`src/sv/fbpa_pkg.sv`:
```
`timescale 1ns / 1ps
// ----------------------------------------------------------------------------
// fbpa_pkg
// Shared types and constants of the fixed block pool allocator.
// ----------------------------------------------------------------------------
package fbpa_pkg;

  localparam int ADDR_W      = 32;
  localparam int CNT_REG_W   = 11;
  localparam int OP_W        = 2;
  localparam int ST_W        = 2;
  localparam int TDATA_W     = 40;
  localparam int CFG_IDX_W   = 1;
  localparam int CFG_DATA_W  = 32;

  localparam logic [CNT_REG_W-1:0] UNIT_COUNT_RST = 11'd1024;

  typedef enum logic [OP_W-1:0] {
    OP_INIT  = 2'd0,
    OP_ALLOC = 2'd1,
    OP_FREE  = 2'd2
  } op_e;

  typedef enum logic [ST_W-1:0] {
    ST_OK      = 2'd0,
    ST_EMPTY   = 2'd1,
    ST_INVALID = 2'd2
  } status_e;

  typedef enum logic [CFG_IDX_W-1:0] {
    CFG_POOL_BASE  = 1'b0,
    CFG_UNIT_COUNT = 1'b1
  } cfg_reg_e;

  typedef enum logic [2:0] {
    S_IDLE,
    S_ALLOC,
    S_MUL,
    S_FREE_WAIT,
    S_FREE_CHK,
    S_DONE
  } ctrl_state_e;

  typedef struct packed {
    logic done;
    logic ok;
  } dec_stat_t;

endpackage

```
`src/sv/fbpa_addr_dec.sv`:
```
`timescale 1ns / 1ps
// ----------------------------------------------------------------------------
// fbpa_addr_dec
// Free address decoder: offset from base, range check, reciprocal multiply
// for the unit index and exact-multiple check, four pipeline stages.
// ----------------------------------------------------------------------------
module fbpa_addr_dec
  import fbpa_pkg::*;
#(
  parameter int MAX_UNITS  = 1024,
  parameter int UNIT_BYTES = 32
) (
  input  logic                             clk_i,
  input  logic                             rst_ni,
  input  logic                             start_i,
  input  logic [ADDR_W-1:0]                addr_i,
  input  logic [ADDR_W-1:0]                pool_base_i,
  input  logic [$clog2(MAX_UNITS+1)-1:0]   limit_i,
  output dec_stat_t                        stat_o,
  output logic [$clog2(MAX_UNITS)-1:0]     idx_o
);

  localparam int IDX_W  = $clog2(MAX_UNITS);
  localparam int CNT_W  = $clog2(MAX_UNITS + 1);
  localparam int OFF_W  = $clog2(MAX_UNITS * UNIT_BYTES);
  localparam int LB_W   = OFF_W + 1;
  localparam int LOG_UB = $clog2(UNIT_BYTES);
  localparam int SHIFT  = OFF_W + LOG_UB;
  localparam int RCP_W  = OFF_W + 2;
  localparam int PROD_W = OFF_W + RCP_W;
  localparam longint unsigned RCP_VAL = ((64'd1 << SHIFT) / UNIT_BYTES) + 64'd1;
  localparam logic [RCP_W-1:0] RECIP = RCP_W'(RCP_VAL);
  localparam logic [OFF_W-1:0] UB_K  = OFF_W'(UNIT_BYTES);

  logic [3:0]        v_q;
  logic [ADDR_W:0]   diff;
  logic [ADDR_W-1:0] off_q;
  logic              below_q;
  logic [LB_W-1:0]   lim_bytes_q;
  logic              rng_q;
  logic [PROD_W-1:0] prod_q;
  logic [IDX_W-1:0]  idx_q;
  logic [OFF_W-1:0]  back_q;

  assign diff = {1'b0, addr_i} - {1'b0, pool_base_i};

  always_ff @(posedge clk_i or negedge rst_ni) begin
    if (!rst_ni) begin
      v_q <= '0;
    end else begin
      v_q <= {v_q[2:0], start_i};
    end
  end

  always_ff @(posedge clk_i) begin
    lim_bytes_q <= LB_W'(32'(limit_i) * 32'(UNIT_BYTES));
    if (start_i) begin
      off_q   <= diff[ADDR_W-1:0];
      below_q <= diff[ADDR_W];
    end
    if (v_q[0]) begin
      rng_q  <= !below_q && (off_q < ADDR_W'(lim_bytes_q));
      prod_q <= PROD_W'(PROD_W'(off_q[OFF_W-1:0]) * PROD_W'(RECIP));
    end
    if (v_q[1]) begin
      idx_q <= IDX_W'(prod_q >> SHIFT);
    end
    if (v_q[2]) begin
      back_q <= OFF_W'(OFF_W'(idx_q) * UB_K);
    end
  end

  assign stat_o.done = v_q[3];
  assign stat_o.ok   = rng_q && (back_q == off_q[OFF_W-1:0]);
  assign idx_o       = idx_q;

endmodule

```
`config.mk`:
```
export PLATFORM = sky130hd
export DESIGN_NAME = fbpa_addr_dec
export DESIGN_NICKNAME = d
export VERILOG_FILES = /design/src/sv/fbpa_pkg.sv /design/src/sv/fbpa_addr_dec.sv
export SDC_FILE = /design/constraint.sdc
export NUM_CORES = 1
export LEC_CHECK = 0
export BUFFER_PORTS_ARGS = -buffer_cell sky130_fd_sc_hd__buf_2
export CORE_AREA = 2 2 92 138
export CTS_BUF_LIST = sky130_fd_sc_hd__clkbuf_4 sky130_fd_sc_hd__clkbuf_8
export CTS_CLUSTER_SIZE = 40
export DETAILED_ROUTE_END_ITERATION = 7
export DIE_AREA = 0 0 94 140
export PLACE_DENSITY = 0.62
export RECOVER_POWER = 50
export SLEW_MARGIN = 5
export SYNTH_ARGS = -nofsm -noshare
export SYNTH_HDL_FRONTEND = slang
export SYNTH_SLANG_ARGS = --single-unit
```
`constraint.sdc`:
```
create_clock -name clk_i -period 2.6 [get_ports clk_i]
set_clock_uncertainty 0.2 [all_clocks]
set_input_delay 0.26 -clock clk_i [delete_from_list [all_inputs] [get_ports clk_i]]
set_output_delay 0.26 -clock clk_i [all_outputs]
set_load 0.05 [all_outputs]
```
After elaboration in Yosys (flattened, before gate mapping)

Index checks and enable logic that the tools add are counted.
W data, S select, Z words.

Word-level logic and storage cells: 15
Bits of input ports: 78
Bits in registers: 99
Output and inout bits: 12

$lt $le $gt $ge: 1
$add $sub $neg: 1
Equality and inequality tests: 1
Reductions and logical operators: 3
Multipliers: 1

Operator list:

| cell                     | count |
|---|---|
| $sub A32 B32 Y33         | 1 |
| $lt A32 B16 Y1           | 1 |
| $mul A15 B16 Y30 const B | 1 |
| $eq A15 B15 Y1           | 1 |
| $logic_and A1 B1 Y1      | 2 |
| $logic_not A1 Y1         | 1 |

Longest topological paths before layout

Depth in word-level cells: 2
Mapped depth: 11
Mapped depth without buffers: 10

Least setup slack after synthesis

No wires, ideal clock.

Path kind: input -> register
Start point: input pool_base_i[17]
End point: register off_q[29], data pin
Data arrival time: 2.217 ns
Stages: 11
Data required time: 2.138 ns
Slack: -0.079 ns
Path buffers: 2
Cells stage by stage: inv_1 > ha_1 > buf_2 > and4_1 > buf_4 > nand3_1 > or2_1 > or4b_1 > o2111a_1 > nor3_2 > xor2_1

Word-level cells in the longest chain between the ends: 1

Ends and longest elaborated chain:

| what                 | line                | source |
|---|---|---|
| from (decl)          | fbpa_addr_dec.sv:17 | `input logic [ADDR_W-1:0] pool_base_i,` |
| $sub A32 B32 Y33     | fbpa_addr_dec.sv:45 | `assign diff = {1'b0, addr_i} - {1'b0, pool_base_i};` |
| via diff[29]         | fbpa_addr_dec.sv:36 | `logic [ADDR_W:0] diff;` |
| to (signal assigned) | fbpa_addr_dec.sv:58 | `off_q <= diff[ADDR_W-1:0];` |
| to (decl)            | fbpa_addr_dec.sv:37 | `logic [ADDR_W-1:0] off_q;` |

The timed path passes the listed nets, and every way through them passes these cells.
A chain may end at the register's enable or synchronous reset.

Worst setup path after layout

Start point: input pool_base_i[1]
End point: register off_q[31], data pin

Same word-level chain as after synthesis.

==> metrics <==
hold slack 0.0716 ns; Post-Syn Instances 451; CP required 2.50 ns; Tmin final 2.47 ns; Initial Util 39.4%; die width 94 µm; r2r startpoint off_q[6]; crit-path max cell delay 0.33 ns; CTS root buffer clkbuf_8; Routed WL per cell 14.2 µm; Power per Cell Area 562 nW/µm²; Yosys warning count 0; Least-Margin Pin Slew 1.81 ns; htree depth 3; Area Growth Syn to Fin 28.0%; grt ovf 0; Pre-antenna DRT Iters 4; endpoints failing hold 0; register area 2240 µm²; routed wire length 10.8 mm; Power, Total 3390 µW; CTS tree done; Synth area leader edfxtp_1; fill count 1115; CTS max path bufs 2; TritonCTS Buffers 9; worst hold path type in -> async; f_max 406 MHz; VDD IR max 0.246 mV; total die area 13200 µm²; area of the multi-input gates 2210 µm²; count of cell types in the netlist 62; outcome complete, but fails checks; antenna violations before repair 0; Reg2Reg Setup Slack 0.58 ns; Die Ht 140 µm; # setup viols final 0; area of the mapped netlist 4710 µm²; final antenna-violating net count 0; max-slew violation count 35; Post-DP HPWL 8.89 mm; Critical path destination off_q[31]; FF-to-FF End rng_q; largest cells by area after synthesis edfxtp_1 41%, ha_1 11%, xnor2_1 4.8%; worst-skew pair later-pin latency 0.34 ns; Nets 728; CTS Sinks 79; Clock transition at path regs 0.08 ns; DRT iter0 DRCs 195; share of layout cells above drive strength 1 27.5%; setup TNS 0 ns; Synth Register Bits 79; FP Rows 49; I/O Pins 90; GRT Total Usage 16.9%; Yosys top cell area share 40.8%; largest net degree at the start of global routing 35; crit-path max FO 5; Syn Area/Cell 10.4 µm²; CP Class in -> reg; CP Capture Type register; DRC viols 0; syn_nets 572; vias in the first global route 3837; Core Box Area 12000 µm²; global-route wire length before repair 17.5 mm; Finished Cell Area 6030 µm²; Critical Path AT 2.37 ns; Post-synth ARST share 5.06%; max_cap viols 1; Rel. slew slack -20.7%; post-CTS setup buffers 0; Post-synth EDFFs 64; RSZ-0062 raised after global routing false; vias 3807; Seq/Total Area, Yosys 47.6%; IO Port Bufs 89; Leak 0.00282 µW; vias per inst 4.98; CP startpoint kind input port; failing checks max-capacitance violations, max-slew violations; DP Area 5710 µm²; worst setup path start pool_base_i[1]; ys flop type edfxtp_1; Diodes inserted 0; crit path cell chain buf_2 -> inv_1 -> ha_1 -> nor2b_1 -> o31a_1 -> o211a_1 -> a31oi_2 -> o41a_1 -> nand2_1 -> o311a_1; final period utilization 94.8%; Worst path slowest cell o311a_1; Placer Congestion 0.862; R2R depth 7
[worst max-delay path: cells and delay by family]
kind | cells | cell delay, ns
AND/OR/NAND/NOR | 2 | 0.23
buffers and inverters | 2 | 0.14
AO/OA/AOI/OAI | 5 | 1.48
adder cells (fa/ha/maj) | 1 | 0.26
[placed cells by master (no fill, tap or decap), types with 3 or more instances in the layout]
cell type and instances:
o211a_1 3, a31oi_1 3, nor4_1 4, nand4_1 10, xnor2_1 26, a21oi_1 34, nand2_1 28, buf_4 56
dlygate4sd3_1 12, nor2_1 25, inv_1 55, a211oi_1 3, a21o_1 19, nor3_1 7, nand3_1 11, clkbuf_4 3
o21ai_0 15, buf_2 86, nand2b_1 3, ha_1 42, o21bai_1 4, dfrtp_1 4, o21a_1 6, xor2_1 7
clkbuf_1 3, and3_1 5, clkbuf_8 9, dfxtp_1 11, edfxtp_1 64, and4_1 3
[power breakdown]
group | internal (µW) | leakage [µW] | switching, µW
combinational | 419 | 0.00195 | 457
sequential | 1550 | 0.000765 | 75.7
clock | 475 | 0.000105 | 411
total | 2450 | 0.00282 | 944
[state kept, by name, summed over array words and instances, names as in the netlist]
signal       cells
idx_o           10
v_q              4
lim_bytes_q     11
below_q          1
prod_q          10
back_q          10
off_q           32
rng_q            1
[kinds of logic (layout without fill, tap and decap cells)]
family                   count (synthesis)  in the layout  synth area share [%]
AO/OA/AOI/OAI                          114            114                  16.3
XOR/XNOR                                33             33                  6.13
adder cells (fa/ha/maj)                 43             43                  11.6
buffers and inverters                   67            228                  5.68
flip-flops                              79             79                  47.6
AND/OR/NAND/NOR                        113            113                  12.3
multiplexers                             2              2                 0.425
[how the worst min path moves through the flow]
stage / startpoint / endpoint / slack, ns
2_1_floorplan: rst_ni / v_q[0] / -0.24
3_3_place_gp: rst_ni / v_q[3] / -0.13
3_5_place_dp: rst_ni / v_q[3] / -0.13
4_1_cts: rst_ni / v_q[2] / 0.03
5_1_grt: rst_ni / v_q[2] / 0.08
6_report: rst_ni / v_q[2] / 0.07
[synth_stat cells, types with 4 or more instances]
master,count
nor2_1,25
nand2_1,28
xor2_1,7
nand3_1,11
buf_4,4
and3_1,5
o21ai_0,16
a21o_1,19
edfxtp_1,64
a21oi_1,35
inv_1,55
nand4_1,10
o21bai_1,4
xnor2_1,26
dfxtp_1,11
clkbuf_1,7
dfrtp_1,4
ha_1,42
o21a_1,6
nor3_1,7
nor4_1,4
[metrics by stage]
step                cells  util (%)  setup WS, ns
floorplan             451         -       -0.0414
global placement      737      47.7        -0.281
detailed placement    737      47.7        -0.336
CTS                   765      50.4        0.0407
global route          765      50.5       0.00430
finish                765      50.5         0.134
[layout make-up]
type	instances	area share (%)
flip-flops and latches	79	37.2
multi-input cells	305	36.7
repair buffers	157	16.3
inverters	55	3.42
well taps	153	3.17
clock buffers	12	2.43
clock inverters	4	0.809
[what timing repair did]
item                                    in CTS  in global routing
endpoints found under the setup margin       0                  5
gates resized for setup                      0                  4
endpoints found under the hold margin       15                  0
hold buffers                                12                  0
[routing by layer]
metal | GRT usage [%] | wire length, µm
met2 | 33.0 | 6030
met4 | 5.80 | 200
met3 | 2.64 | 286
met5 | 0 | 0
met1 | 17.9 | 4320
Power figures use the tool's default switching activity.
