File: src/sv/fbpa_pkg.sv
`timescale 1ns / 1ps
// ----------------------------------------------------------------------------
// fbpa_pkg
// Shared types and constants of the fixed block pool allocator.
// ----------------------------------------------------------------------------
package fbpa_pkg;

  localparam int ADDR_W      = 32;
  localparam int CNT_REG_W   = 11;
  localparam int OP_W        = 2;
  localparam int ST_W        = 2;
  localparam int TDATA_W     = 40;
  localparam int CFG_IDX_W   = 1;
  localparam int CFG_DATA_W  = 32;

  localparam logic [CNT_REG_W-1:0] UNIT_COUNT_RST = 11'd1024;

  typedef enum logic [OP_W-1:0] {
    OP_INIT  = 2'd0,
    OP_ALLOC = 2'd1,
    OP_FREE  = 2'd2
  } op_e;

  typedef enum logic [ST_W-1:0] {
    ST_OK      = 2'd0,
    ST_EMPTY   = 2'd1,
    ST_INVALID = 2'd2
  } status_e;

  typedef enum logic [CFG_IDX_W-1:0] {
    CFG_POOL_BASE  = 1'b0,
    CFG_UNIT_COUNT = 1'b1
  } cfg_reg_e;

  typedef enum logic [2:0] {
    S_IDLE,
    S_ALLOC,
    S_MUL,
    S_FREE_WAIT,
    S_FREE_CHK,
    S_DONE
  } ctrl_state_e;

  typedef struct packed {
    logic done;
    logic ok;
  } dec_stat_t;

endpackage

File: src/sv/fbpa_ctrl.sv
`timescale 1ns / 1ps
// ----------------------------------------------------------------------------
// fbpa_ctrl
// Sequencer of the allocator: free-list head, fresh counter, link and mark
// memory accesses, result register.
// ----------------------------------------------------------------------------
module fbpa_ctrl
  import fbpa_pkg::*;
#(
  parameter int MAX_UNITS  = 1024,
  parameter int UNIT_BYTES = 32
) (
  input  logic                           clk_i,
  input  logic                           rst_ni,
  input  logic                           in_valid_i,
  output logic                           in_ready_o,
  input  logic [OP_W-1:0]                in_op_i,
  output logic                           out_valid_o,
  input  logic                           out_ready_i,
  output logic [ST_W-1:0]                out_status_o,
  output logic [ADDR_W-1:0]              out_addr_o,
  input  logic [ADDR_W-1:0]              pool_base_i,
  input  logic [$clog2(MAX_UNITS+1)-1:0] limit_i,
  output logic                           dec_start_o,
  input  dec_stat_t                      dec_i,
  input  logic [$clog2(MAX_UNITS)-1:0]   dec_idx_i,
  output logic                           link_we_o,
  output logic [$clog2(MAX_UNITS)-1:0]   link_waddr_o,
  output logic [$clog2(MAX_UNITS)-1:0]   link_wdata_o,
  output logic [$clog2(MAX_UNITS)-1:0]   link_raddr_o,
  input  logic [$clog2(MAX_UNITS)-1:0]   link_rdata_i,
  output logic                           mark_we_o,
  output logic [$clog2(MAX_UNITS)-1:0]   mark_waddr_o,
  output logic                           mark_wdata_o,
  output logic [$clog2(MAX_UNITS)-1:0]   mark_raddr_o,
  input  logic                           mark_rdata_i
);

  localparam int IDX_W = $clog2(MAX_UNITS);
  localparam int CNT_W = $clog2(MAX_UNITS + 1);

  ctrl_state_e       state_q, state_d;
  logic [IDX_W-1:0]  head_q, head_d;
  logic              nonempty_q, nonempty_d;
  logic [CNT_W-1:0]  fresh_q, fresh_d;
  logic [IDX_W-1:0]  idx_q, idx_d;
  logic              has_addr_q, has_addr_d;
  status_e           st_q, st_d;
  logic [ADDR_W-1:0] mul_q, mul_d;
  logic              out_valid_q, out_valid_d;
  status_e           out_st_q, out_st_d;
  logic [ADDR_W-1:0] out_addr_q, out_addr_d;
  logic              accept;
  logic              out_free;
  op_e               op;

  assign accept   = in_valid_i && (state_q == S_IDLE);
  assign out_free = !out_valid_q || out_ready_i;
  assign op       = op_e'(in_op_i);

  always_comb begin
    state_d = state_q;
    case (state_q)
      S_IDLE: begin
        if (in_valid_i) begin
          case (op)
            OP_ALLOC: state_d = S_ALLOC;
            OP_FREE:  state_d = S_FREE_WAIT;
            default:  state_d = S_DONE;
          endcase
        end
      end
      S_ALLOC: state_d = S_MUL;
      S_MUL:   state_d = S_DONE;
      S_FREE_WAIT: begin
        if (dec_i.done) begin
          state_d = dec_i.ok ? S_FREE_CHK : S_DONE;
        end
      end
      S_FREE_CHK: state_d = S_DONE;
      S_DONE: begin
        if (out_free) begin
          state_d = S_IDLE;
        end
      end
      default: state_d = S_IDLE;
    endcase
  end

  always_comb begin
    head_d       = head_q;
    nonempty_d   = nonempty_q;
    fresh_d      = fresh_q;
    idx_d        = idx_q;
    has_addr_d   = has_addr_q;
    st_d         = st_q;
    mul_d        = mul_q;
    out_valid_d  = out_valid_q && !out_ready_i;
    out_st_d     = out_st_q;
    out_addr_d   = out_addr_q;
    dec_start_o  = 1'b0;
    link_we_o    = 1'b0;
    link_waddr_o = idx_q;
    link_wdata_o = nonempty_q ? head_q : idx_q;
    mark_we_o    = 1'b0;
    mark_waddr_o = idx_q;
    mark_wdata_o = 1'b0;
    case (state_q)
      S_IDLE: begin
        st_d       = ST_OK;
        has_addr_d = 1'b0;
        if (accept) begin
          case (op)
            OP_INIT: begin
              head_d     = '0;
              nonempty_d = 1'b0;
              fresh_d    = '0;
            end
            OP_FREE: dec_start_o = 1'b1;
            default: ;
          endcase
        end
      end
      S_ALLOC: begin
        if (nonempty_q) begin
          idx_d        = head_q;
          has_addr_d   = 1'b1;
          mark_we_o    = 1'b1;
          mark_waddr_o = head_q;
          mark_wdata_o = 1'b1;
          if ((link_rdata_i == head_q) || (32'(link_rdata_i) >= 32'(MAX_UNITS))) begin
            nonempty_d = 1'b0;
          end else begin
            head_d = link_rdata_i;
          end
        end else if (fresh_q < limit_i) begin
          idx_d        = IDX_W'(fresh_q);
          fresh_d      = fresh_q + 1'b1;
          has_addr_d   = 1'b1;
          mark_we_o    = 1'b1;
          mark_waddr_o = IDX_W'(fresh_q);
          mark_wdata_o = 1'b1;
        end else begin
          st_d = ST_EMPTY;
        end
      end
      S_MUL: mul_d = ADDR_W'(32'(idx_q) * 32'(UNIT_BYTES));
      S_FREE_WAIT: begin
        idx_d = dec_idx_i;
        if (dec_i.done && !dec_i.ok) begin
          st_d = ST_INVALID;
        end
      end
      S_FREE_CHK: begin
        if (mark_rdata_i && (CNT_W'(idx_q) < fresh_q)) begin
          link_we_o  = 1'b1;
          mark_we_o  = 1'b1;
          head_d     = idx_q;
          nonempty_d = 1'b1;
        end else begin
          st_d = ST_INVALID;
        end
      end
      S_DONE: begin
        if (out_free) begin
          out_valid_d = 1'b1;
          out_st_d    = st_q;
          out_addr_d  = has_addr_q ? (pool_base_i + mul_q) : '0;
        end
      end
      default: ;
    endcase
  end

  always_ff @(posedge clk_i or negedge rst_ni) begin
    if (!rst_ni) begin
      state_q     <= S_IDLE;
      head_q      <= '0;
      nonempty_q  <= 1'b0;
      fresh_q     <= '0;
      has_addr_q  <= 1'b0;
      st_q        <= ST_OK;
      out_valid_q <= 1'b0;
    end else begin
      state_q     <= state_d;
      head_q      <= head_d;
      nonempty_q  <= nonempty_d;
      fresh_q     <= fresh_d;
      has_addr_q  <= has_addr_d;
      st_q        <= st_d;
      out_valid_q <= out_valid_d;
    end
  end

  always_ff @(posedge clk_i) begin
    idx_q      <= idx_d;
    mul_q      <= mul_d;
    out_st_q   <= out_st_d;
    out_addr_q <= out_addr_d;
  end

  assign in_ready_o   = (state_q == S_IDLE);
  assign out_valid_o  = out_valid_q;
  assign out_status_o = out_st_q;
  assign out_addr_o   = out_addr_q;
  assign link_raddr_o = head_q;
  assign mark_raddr_o = dec_idx_i;

endmodule

File: config.mk
export PLATFORM = sky130hd
export DESIGN_NAME = fbpa_ctrl
export DESIGN_NICKNAME = d
export VERILOG_FILES = /design/src/sv/fbpa_pkg.sv /design/src/sv/fbpa_ctrl.sv
export SDC_FILE = /design/constraint.sdc
export NUM_CORES = 1
export LEC_CHECK = 0
export BUFFER_PORTS_ARGS = -buffer_cell sky130_fd_sc_hd__buf_2
export CORE_MARGIN = 4
export CORE_UTILIZATION = 58
export CTS_BUF_LIST = sky130_fd_sc_hd__clkbuf_8
export CTS_CLUSTER_DIAMETER = 120
export DETAILED_ROUTE_END_ITERATION = 12
export GPL_TIMING_DRIVEN = 0
export PLACE_DENSITY = 0.88
export REMOVE_ABC_BUFFERS = 1
export SETUP_SLACK_MARGIN = 0.5
export SLEW_MARGIN = 20
export SYNTH_ARGS = -nofsm -noshare
export SYNTH_HDL_FRONTEND = slang
export SYNTH_SLANG_ARGS = --single-unit
File: constraint.sdc
create_clock -name clk_i -period 6 [get_ports clk_i]
set_clock_uncertainty 0.15 [all_clocks]
set_input_delay 1.2 -clock clk_i [delete_from_list [all_inputs] [get_ports clk_i]]
set_output_delay 1.2 -clock clk_i [all_outputs]
set_load 0.01 [all_outputs]
### Word-level counts from Yosys, hierarchy flattened

Cells that the tools add are included.

| operators by class | value |
|---|---|
| $add $sub $neg | 2 |
| reduce and logical (&&, ||, !) cells | 22 |
| muxes and demuxes | 47 |
| equality and inequality tests | 22 |
| order comparisons | 2 |

Operator list:

| operator | number |
|---|---|
| 10-bit 2-to-1 mux | 9 |
| 11-bit 2-to-1 mux | 4 |
| 32-bit by 15-bit adder with 32-bit output | 1 |
| 10-bit case mux with 3 select lines | 1 |
| 2-bit != test, second input constant | 11 |
| 11-bit case mux with 2 select lines | 1 |
| 10-bit case mux with 2 select lines | 1 |
| 1-bit 2-to-1 mux | 18 |
| 3-bit case mux with 5 select lines | 1 |
| 11-bit by 1-bit adder with 11-bit output, second input constant | 1 |
| 10-bit by 11-bit less-than comparator with 1-bit output | 1 |
| 11-bit less-than comparator | 1 |
| 10-bit == test | 1 |
| 5-bit AND reduction | 2 |
| 3-bit 2-to-1 mux | 3 |
| 2-bit 2-to-1 mux | 4 |
| 2-bit case mux with 4 select lines | 1 |
| 3-bit by 2-bit == test with 1-bit output, second input constant | 2 |
| 3-bit == test, second input constant | 2 |
| 3-bit case mux with 2 select lines | 1 |
| 6-bit AND reduction | 1 |
| 1-bit logical AND | 4 |
| 2-bit by 1-bit != test with 1-bit output, second input constant | 2 |
| 1-bit case mux with 2 select lines | 2 |
| 16 further kinds | 20 |

| storage, ports and cells | value |
|---|---|
| bits of input ports | 72 |
| bits in registers | 83 |

### Longest topological paths before layout

Gate-level depths: netlist of run 1.

| logic depth | value |
|---|---|
| depth after elaboration | 4 |
| mapped depth | 10 |
| depth with buffers taken out | 8 |

### Worst setup path before layout of run 1

OpenSTA, ideal clock, no wires.

| timing | value |
|---|---|
| path type | in2reg |
| start point | input port out_ready_i |
| end point | register out_addr_q[0] (netlist: out_addr_o[0]) (enable) |
| stages | 2 |
| setup slack | 1.533 ns |
| required time | 5.375 ns |
| data arrival time | 3.843 ns |
| cell sequence | nand2b_1 nor3b_1 |

| between the ends | value |
|---|---|
| longest elaborated chain between the ends | 2 |

RTL lines:

| element | line | source |
|---|---|---|
| start, declared | fbpa_ctrl.sv:19 | `input logic out_ready_i,` |
| 1-bit logical OR | fbpa_ctrl.sv:58 | `assign out_free = !out_valid_q \|\| out_ready_i;` |
| 2-bit AND reduction (no line) | n/a |  |
| end signal, assigned | fbpa_ctrl.sv:199 | `out_addr_q <= out_addr_d;` |
| end, declared | fbpa_ctrl.sv:52 | `logic [ADDR_W-1:0] out_addr_q, out_addr_d;` |

Every way passes these cells.
A chain may end at the register's enable or synchronous reset.

### Worst setup path in the final report of run 1

| timing | value |
|---|---|
| start point | input port limit_i[2] |
| end point | output port mark_waddr_o[9] |

| between the ends | value |
|---|---|
| longest elaborated chain between the ends | 4 |

RTL lines:

| element | line | source |
|---|---|---|
| start, declared | fbpa_ctrl.sv:23 | `input logic [$clog2(MAX_UNITS+1)-1:0] limit_i,` |
| 11-bit less-than comparator | fbpa_ctrl.sv:136 | `end else if (fresh_q < limit_i) begin` |
| 10-bit 2-to-1 mux | fbpa_ctrl.sv:136 |  |
| 10-bit 2-to-1 mux | n/a |  |
| 10-bit 2-to-1 mux | fbpa_ctrl.sv:108 | `case (state_q)` |
| end, declared | fbpa_ctrl.sv:33 | `output logic [$clog2(MAX_UNITS)-1:0] mark_waddr_o,` |

Every way passes these cells.

==> impl_metrics.toml, run 1 <==
[status]
status = "finished, final reports clean"

[logic_synthesis]
synth_edf_count = 54
ys_async_sr_fraction = 0.349
synth.avg_cell_area_sq_um = 9.97
ys_types = 52
ys_top_cells_by_area = "edfxtp_1, dfrtp_1, ha_1"
synth_top_area_share = 0.293
ys_ff_latch = 83
yosysTopAreaCell = "edfxtp_1"
yosysWarnings = 0
ys_seq_area_frac = 0.424
synthCells = 555
synthFlopType = "edfxtp_1"
netlist_area_sq_um = 5530

[global_route]
gr-total-overflow = 0
track_usage = 0.254
grt_max_degree = 30
grt_pass1_vias = 4789
grt_pass1_wl_um = 23000
antenna_found_initial = 0

[clock_network]
clockBufferDepth = 2
clock-sinks = 83
cts_setup_buffers = 0
clk_latency_ns = 0.35
clk_pin_slew_ns = 0.09
numCtsBuffers = 9
htreeDepth = 3
cts_resized = 0
hold_buffers = 0
cts_tree = "built"
root_buffer = "clkbuf_8"

[final_layout]
antenna_cells = 0
final_util = 0.709
area_growth_pct = 19.0
layout-drive-gt1-share = 0.296
nNetsFinal = 800
fill_cells = 712

[worst_setup_path]
crit_path_max_incr_delay_ns = 0.70
path_buf_inv = 3
timing.rr.start = "fresh_q[2]"
r2r_end = "link_waddr_o[6]"
cp_slowest_cell = "o21a_1"
critPathMaxFanout = 14
cpMostUsedCell = "buf_2"
crit_type = "primary input to output pin"
crit_chain = "buf_2 > inv_1 > ha_1 > a21oi_1 > o21ai_1 > a21oi_2 > o21a_1 > mux2i_1 > o21ai_0 > buf_2"
ff2ff_setup_slack_ns = 3.07
cp.required_ns = 4.65
arrival_ns = 3.46
rr_worst_depth = 7
worstSetupStartpointType = "primary input"
cp_top_family = "compound AO/OA/AOI/OAI gates"
end_kind = "output pin"

[detailed_routing]
initialDrtViolationCount = 419
first_pass_iters = 7
detail-route-antenna-nets = 0
viasPerCell = 5.97
num_vias = 4946
routed_wirelength_um = 14400
drc = 0
wl_per_cell_um = 17.3

[job]
maxCapViolations = 0

[worst_hold_path]
hold_depth = 0
hold_class = "flip-flop to flip-flop"
hold_end = "out_status_o[1]"
holdCritStartpoint = "st_q[1]"

[floorplanning]
ioPinCount = 162
rows = 35
initial_core_util = 0.596
die_w_um = 106
coreArea_sq_um = 9280
die_h_um = 106
dieArea_sq_um = 11200

[sta]
setup_viol = 0
slew_violations = 0
fmax_mhz = 208
maxSlewHeadroom = 0.283
fin_tns_setup_ns = 0
rsz0062_at_grt = "false"
timing_hold_violations_final = 0
period_share = 0.802
worstMarginPinSlew_ns = 1.07
setup_slack_ns = 1.19
layout_min_cycle_time_ns = 4.81

[placement]
port_buffers = 161
place_congestion = 0.933
dp_hpwl_um = 10800
dp_slack_ns = 1.27

[pwr]
leakage_nw = 2.98
ir_drop_mv = 0.234
power_density_nw_per_um2 = 461
==> registers in the layout, indices dropped and copies added, names as in the netlist <==
signal        count
has_addr_q        1
link_waddr_o     10
fresh_q          11
out_addr_o       32
link_raddr_o     10
mul_q            10
state_q           3
nonempty_q        1
st_q              2
out_status_o      2
out_valid_o       1
==> metal layers <==
layer | GRT usage | share of wire | wire length (um)
met1 | 0.318 | 0.39 | 5640
met4 | 0.0944 | 0.027 | 389
met2 | 0.444 | 0.50 | 7120
met5 | 0 | 0 | 0
met3 | 0.0380 | 0.084 | 1210
==> worst max-delay path by stage <==
stage	slack, ns	endpoint	startpoint	depth (start not counted)
after floorplan	1.53	out_addr_o[0]	out_ready_i	2
after global placement	0.61	out_addr_o[5]	out_ready_i	3
after detailed placement	1.27	mark_waddr_o[9]	limit_i[2]	10
after CTS	1.25	mark_waddr_o[9]	limit_i[2]	10
after global routing	0.96	mark_waddr_o[4]	limit_i[6]	10
final	1.19	mark_waddr_o[9]	limit_i[2]	10
==> synthesized netlist by cell type, types with 2 or more instances <==
cell / number
a31oi_1: 6
nor3b_1: 3
o21ai_0: 38
or2_2: 2
ha_1: 32
and3_1: 7
a21oi_1: 35
o41a_1: 2
edfxtp_1: 54
and2_1: 9
a22oi_1: 12
mux2i_1: 16
inv_1: 34
dfrtp_1: 29
xnor2_1: 17
o21a_1: 8
a211oi_1: 5
buf_4: 11
nor4_1: 3
nand2_1: 29
nor3_1: 8
nand3_1: 14
nand4_1: 11
buf_2: 3
o41ai_1: 3
o211ai_1: 7
a21o_1: 8
and4_1: 2
o21ai_1: 4
mux2_4: 10
clkbuf_1: 16
o311ai_0: 3
mux2_2: 11
buf_6: 2
nand3b_1: 11
nand2b_1: 7
xor2_1: 12
buf_1: 3
nor2_1: 40
a21oi_2: 2
nor2b_1: 4
a22o_1: 12
==> logic make-up (layout without fill, tap and decap cells) <==
| kind of cell | after synthesis | after routing | share of synthesized area |
|---|---|---|---|
| xor gates and xnor gates | 29 | 29 | 0.0459 |
| muxes | 37 | 37 | 0.0785 |
| buffers and inverters | 69 | 214 | 0.0577 |
| and+or+nand+nor | 154 | 154 | 0.143 |
| adders and majority gates | 33 | 33 | 0.0760 |
| DFF | 83 | 83 | 0.424 |
| AOI/OAI and AO/OA | 150 | 150 | 0.175 |
==> cell type report <==
cell class	count	area [sq um]	area share
Multi-Input combinational cell	403	2880	0.437
Sequential cell	83	2350	0.356
Tap cell	129	161	0.0245
Inverter	34	128	0.0194
Timing Repair Buffer	164	828	0.126
Clock buffer	9	124	0.0188
Clock inverter	7	116	0.0177
==> layout by cell type, fill, tap and decap left out, drive strengths merged, types with 2 or more instances in the layout <==
cell type and count:
a211oi 5, a21o 8, a21oi 37, a22o 12
a22oi 12, a31oi 6, and2 9, and3 7
and4 2, buf 164, bufinv 3, clkbuf 9
clkinv 2, dfrtp 29, edfxtp 54, ha 32
inv 36, mux2 21, mux2i 16, nand2 29
nand2b 7, nand3 14, nand3b 11, nand4 11
nor2 40, nor2b 4, nor3 8, nor3b 3
nor4 3, o211ai 7, o21a 8, o21ai 42
o311ai 3, o41a 2, o41ai 3, or2 2
xnor2 17, xor2 12
==> through the flow <==
stage,power [mW],std cells,hold WS [ns],cell area [sq um]
global route,3.23,829,0.321,6590
detailed placement,2.53,813,0.289,6350
floorplan,1.98,520,0.275,5340
global placement,2.45,810,0.285,6310
CTS,3.02,829,0.306,6590
finish,3.03,829,0.318,6590
==> where the power goes <==
part           switching, mW  total (mW)  internal [mW]
clock network          0.214       0.491          0.277
registers              0.274        1.13          0.857
logic                  0.796        1.41          0.617
Note: power is estimated with default switching activity, not from simulation.
==> run 2: changes to the inputs <==
Settings changed: CORE_UTILIZATION 58 to 49, PLACE_DENSITY 0.88 to 0.79.
Clock period 6 ns to 4 ns, I/O delays scaled along.
==> impl_metrics.toml, run 2 (synthesis results as in run 1) <==
[floorplanning]
die_h_um = 114
ioPinCount = 162
coreArea_sq_um = 10900
rows = 38
die_w_um = 114
dieArea_sq_um = 13100
initial_core_util = 0.506

[detailed_routing]
num_vias = 4910
routed_wirelength_um = 14700
first_pass_iters = 5
wl_per_cell_um = 17.4
initialDrtViolationCount = 303
detail-route-antenna-nets = 0
drc = 0
viasPerCell = 5.83

[global_route]
antenna_found_initial = 0
grt_pass1_wl_um = 22900
grt_pass1_vias = 4854
track_usage = 0.222
gr-total-overflow = 0
grt_max_degree = 30

[worst_setup_path]
critPathMaxFanout = 10
worstSetupStartpointType = "primary input"
path_buf_inv = 3
crit_chain = "buf_2 > inv_1 > ha_1 > nand2_1 > nor2_1 > a21oi_4 > o31a_4 > o21ai_0 > buf_2"
end_kind = "output pin"
cpMostUsedCell = "buf_2"
crit_path_max_incr_delay_ns = 0.41
arrival_ns = 2.45
crit_type = "primary input to output pin"
cp_top_family = "compound AO/OA/AOI/OAI gates"
cp_slowest_cell = "o31a_4"
cp.required_ns = 3.05

[final_layout]
area_growth_pct = 19.6
fin_area_sq_um = 6620
mostFrequentLayoutCells = "buf_2, edfxtp_1, nor2_1, o21ai_0, inv_1"
antenna_cells = 0
multiInputGateArea_sq_um = 2940
layout-drive-gt1-share = 0.311
fill_cells = 951
largest_register_ffs = 32
ff_latch_area_sq_um = 2350
nNetsFinal = 802
final_common_cell = "buf_2"
final_util = 0.605

[sta]
fin_tns_setup_ns = 0
rsz0062_at_grt = "true"
worstMarginPinSlew_ns = 0.944
setup_viol = 0
setup_slack_ns = 0.595
maxSlewHeadroom = 0.366
timing_hold_violations_final = 0
slew_violations = 0
layout_min_cycle_time_ns = 3.40
fmax_mhz = 294
period_share = 0.851

[placement]
port_buffers = 161
place_area_sq_um = 6360
dp_slack_ns = 0.0269
dp_hpwl_um = 11300
place_congestion = 0.924

[pwr]
ir_drop_mv = 0.335
totalPowerFinal_mw = 4.45
leakage_nw = 2.97
power_density_nw_per_um2 = 673

[clock_network]
numCtsBuffers = 9
cts_tree = "built"
htreeDepth = 3
clockBufferDepth = 2
root_buffer = "clkbuf_8"
clk_pin_slew_ns = 0.08
clock-sinks = 83
clk_latency_ns = 0.35
hold_buffers = 0

[status]
status = "finished, final reports clean"

[job]
maxCapViolations = 0

[worst_hold_path]
hold_class = "flip-flop to flip-flop"
==> run 2: final timing paths <==
path                                  from         endpoint  slack (ns)  cells past startpoint
max                             limit_i[6]  mark_waddr_o[6]        0.60                      9
min                                st_q[1]  out_status_o[1]        0.31                      0
max reg2reg                link_waddr_o[8]  link_raddr_o[2]        1.19                      7
min reg2reg                        st_q[1]  out_status_o[1]        0.31                      0
max in group asynchronous           rst_ni       nonempty_q        2.85                      1
min in group asynchronous           rst_ni       fresh_q[0]        0.34                      1
==> run 2: metrics by stage <==
step,hold slack [ns],instances
after CTS,0.313,842
after global placement,0.286,821
final,0.312,842
after floorplan,0.275,520
after global routing,0.315,842
after detailed placement,0.294,824
==> run 2: layout make-up <==
cell class	instances	area share
Clock buffer	9	0.0187
Sequential cell	83	0.355
Tap cell	140	0.0265
Inverter	34	0.0193
Clock inverter	7	0.00945
Multi-Input combinational cell	403	0.444
Timing Repair Buffer	166	0.127
==> run 2: timing repair <==
item	CTS	global route
endpoints found under the setup margin	12	11
setup buffers	2	0
pin swaps	2	1
gates resized for setup	9	9
==> run 2: routing by layer <==
metal  global-route usage  wire length, um  vias to the layer above
met1                0.262             5660                     2327
met4               0.0903              348                        0
met3               0.0566             1350                       29
met5                    0                0                        -
met2                0.384             7300                      236
li1                     -                -                     2318
==> run 2: report_power, final <==
group | leakage, nW | internal (mW) | switching, mW
registers | 0.888 | 1.29 | 0.418
clock network | 0.0976 | 0.282 | 0.305
logic | 1.99 | 0.951 | 1.21
total | 2.97 | 2.52 | 1.93
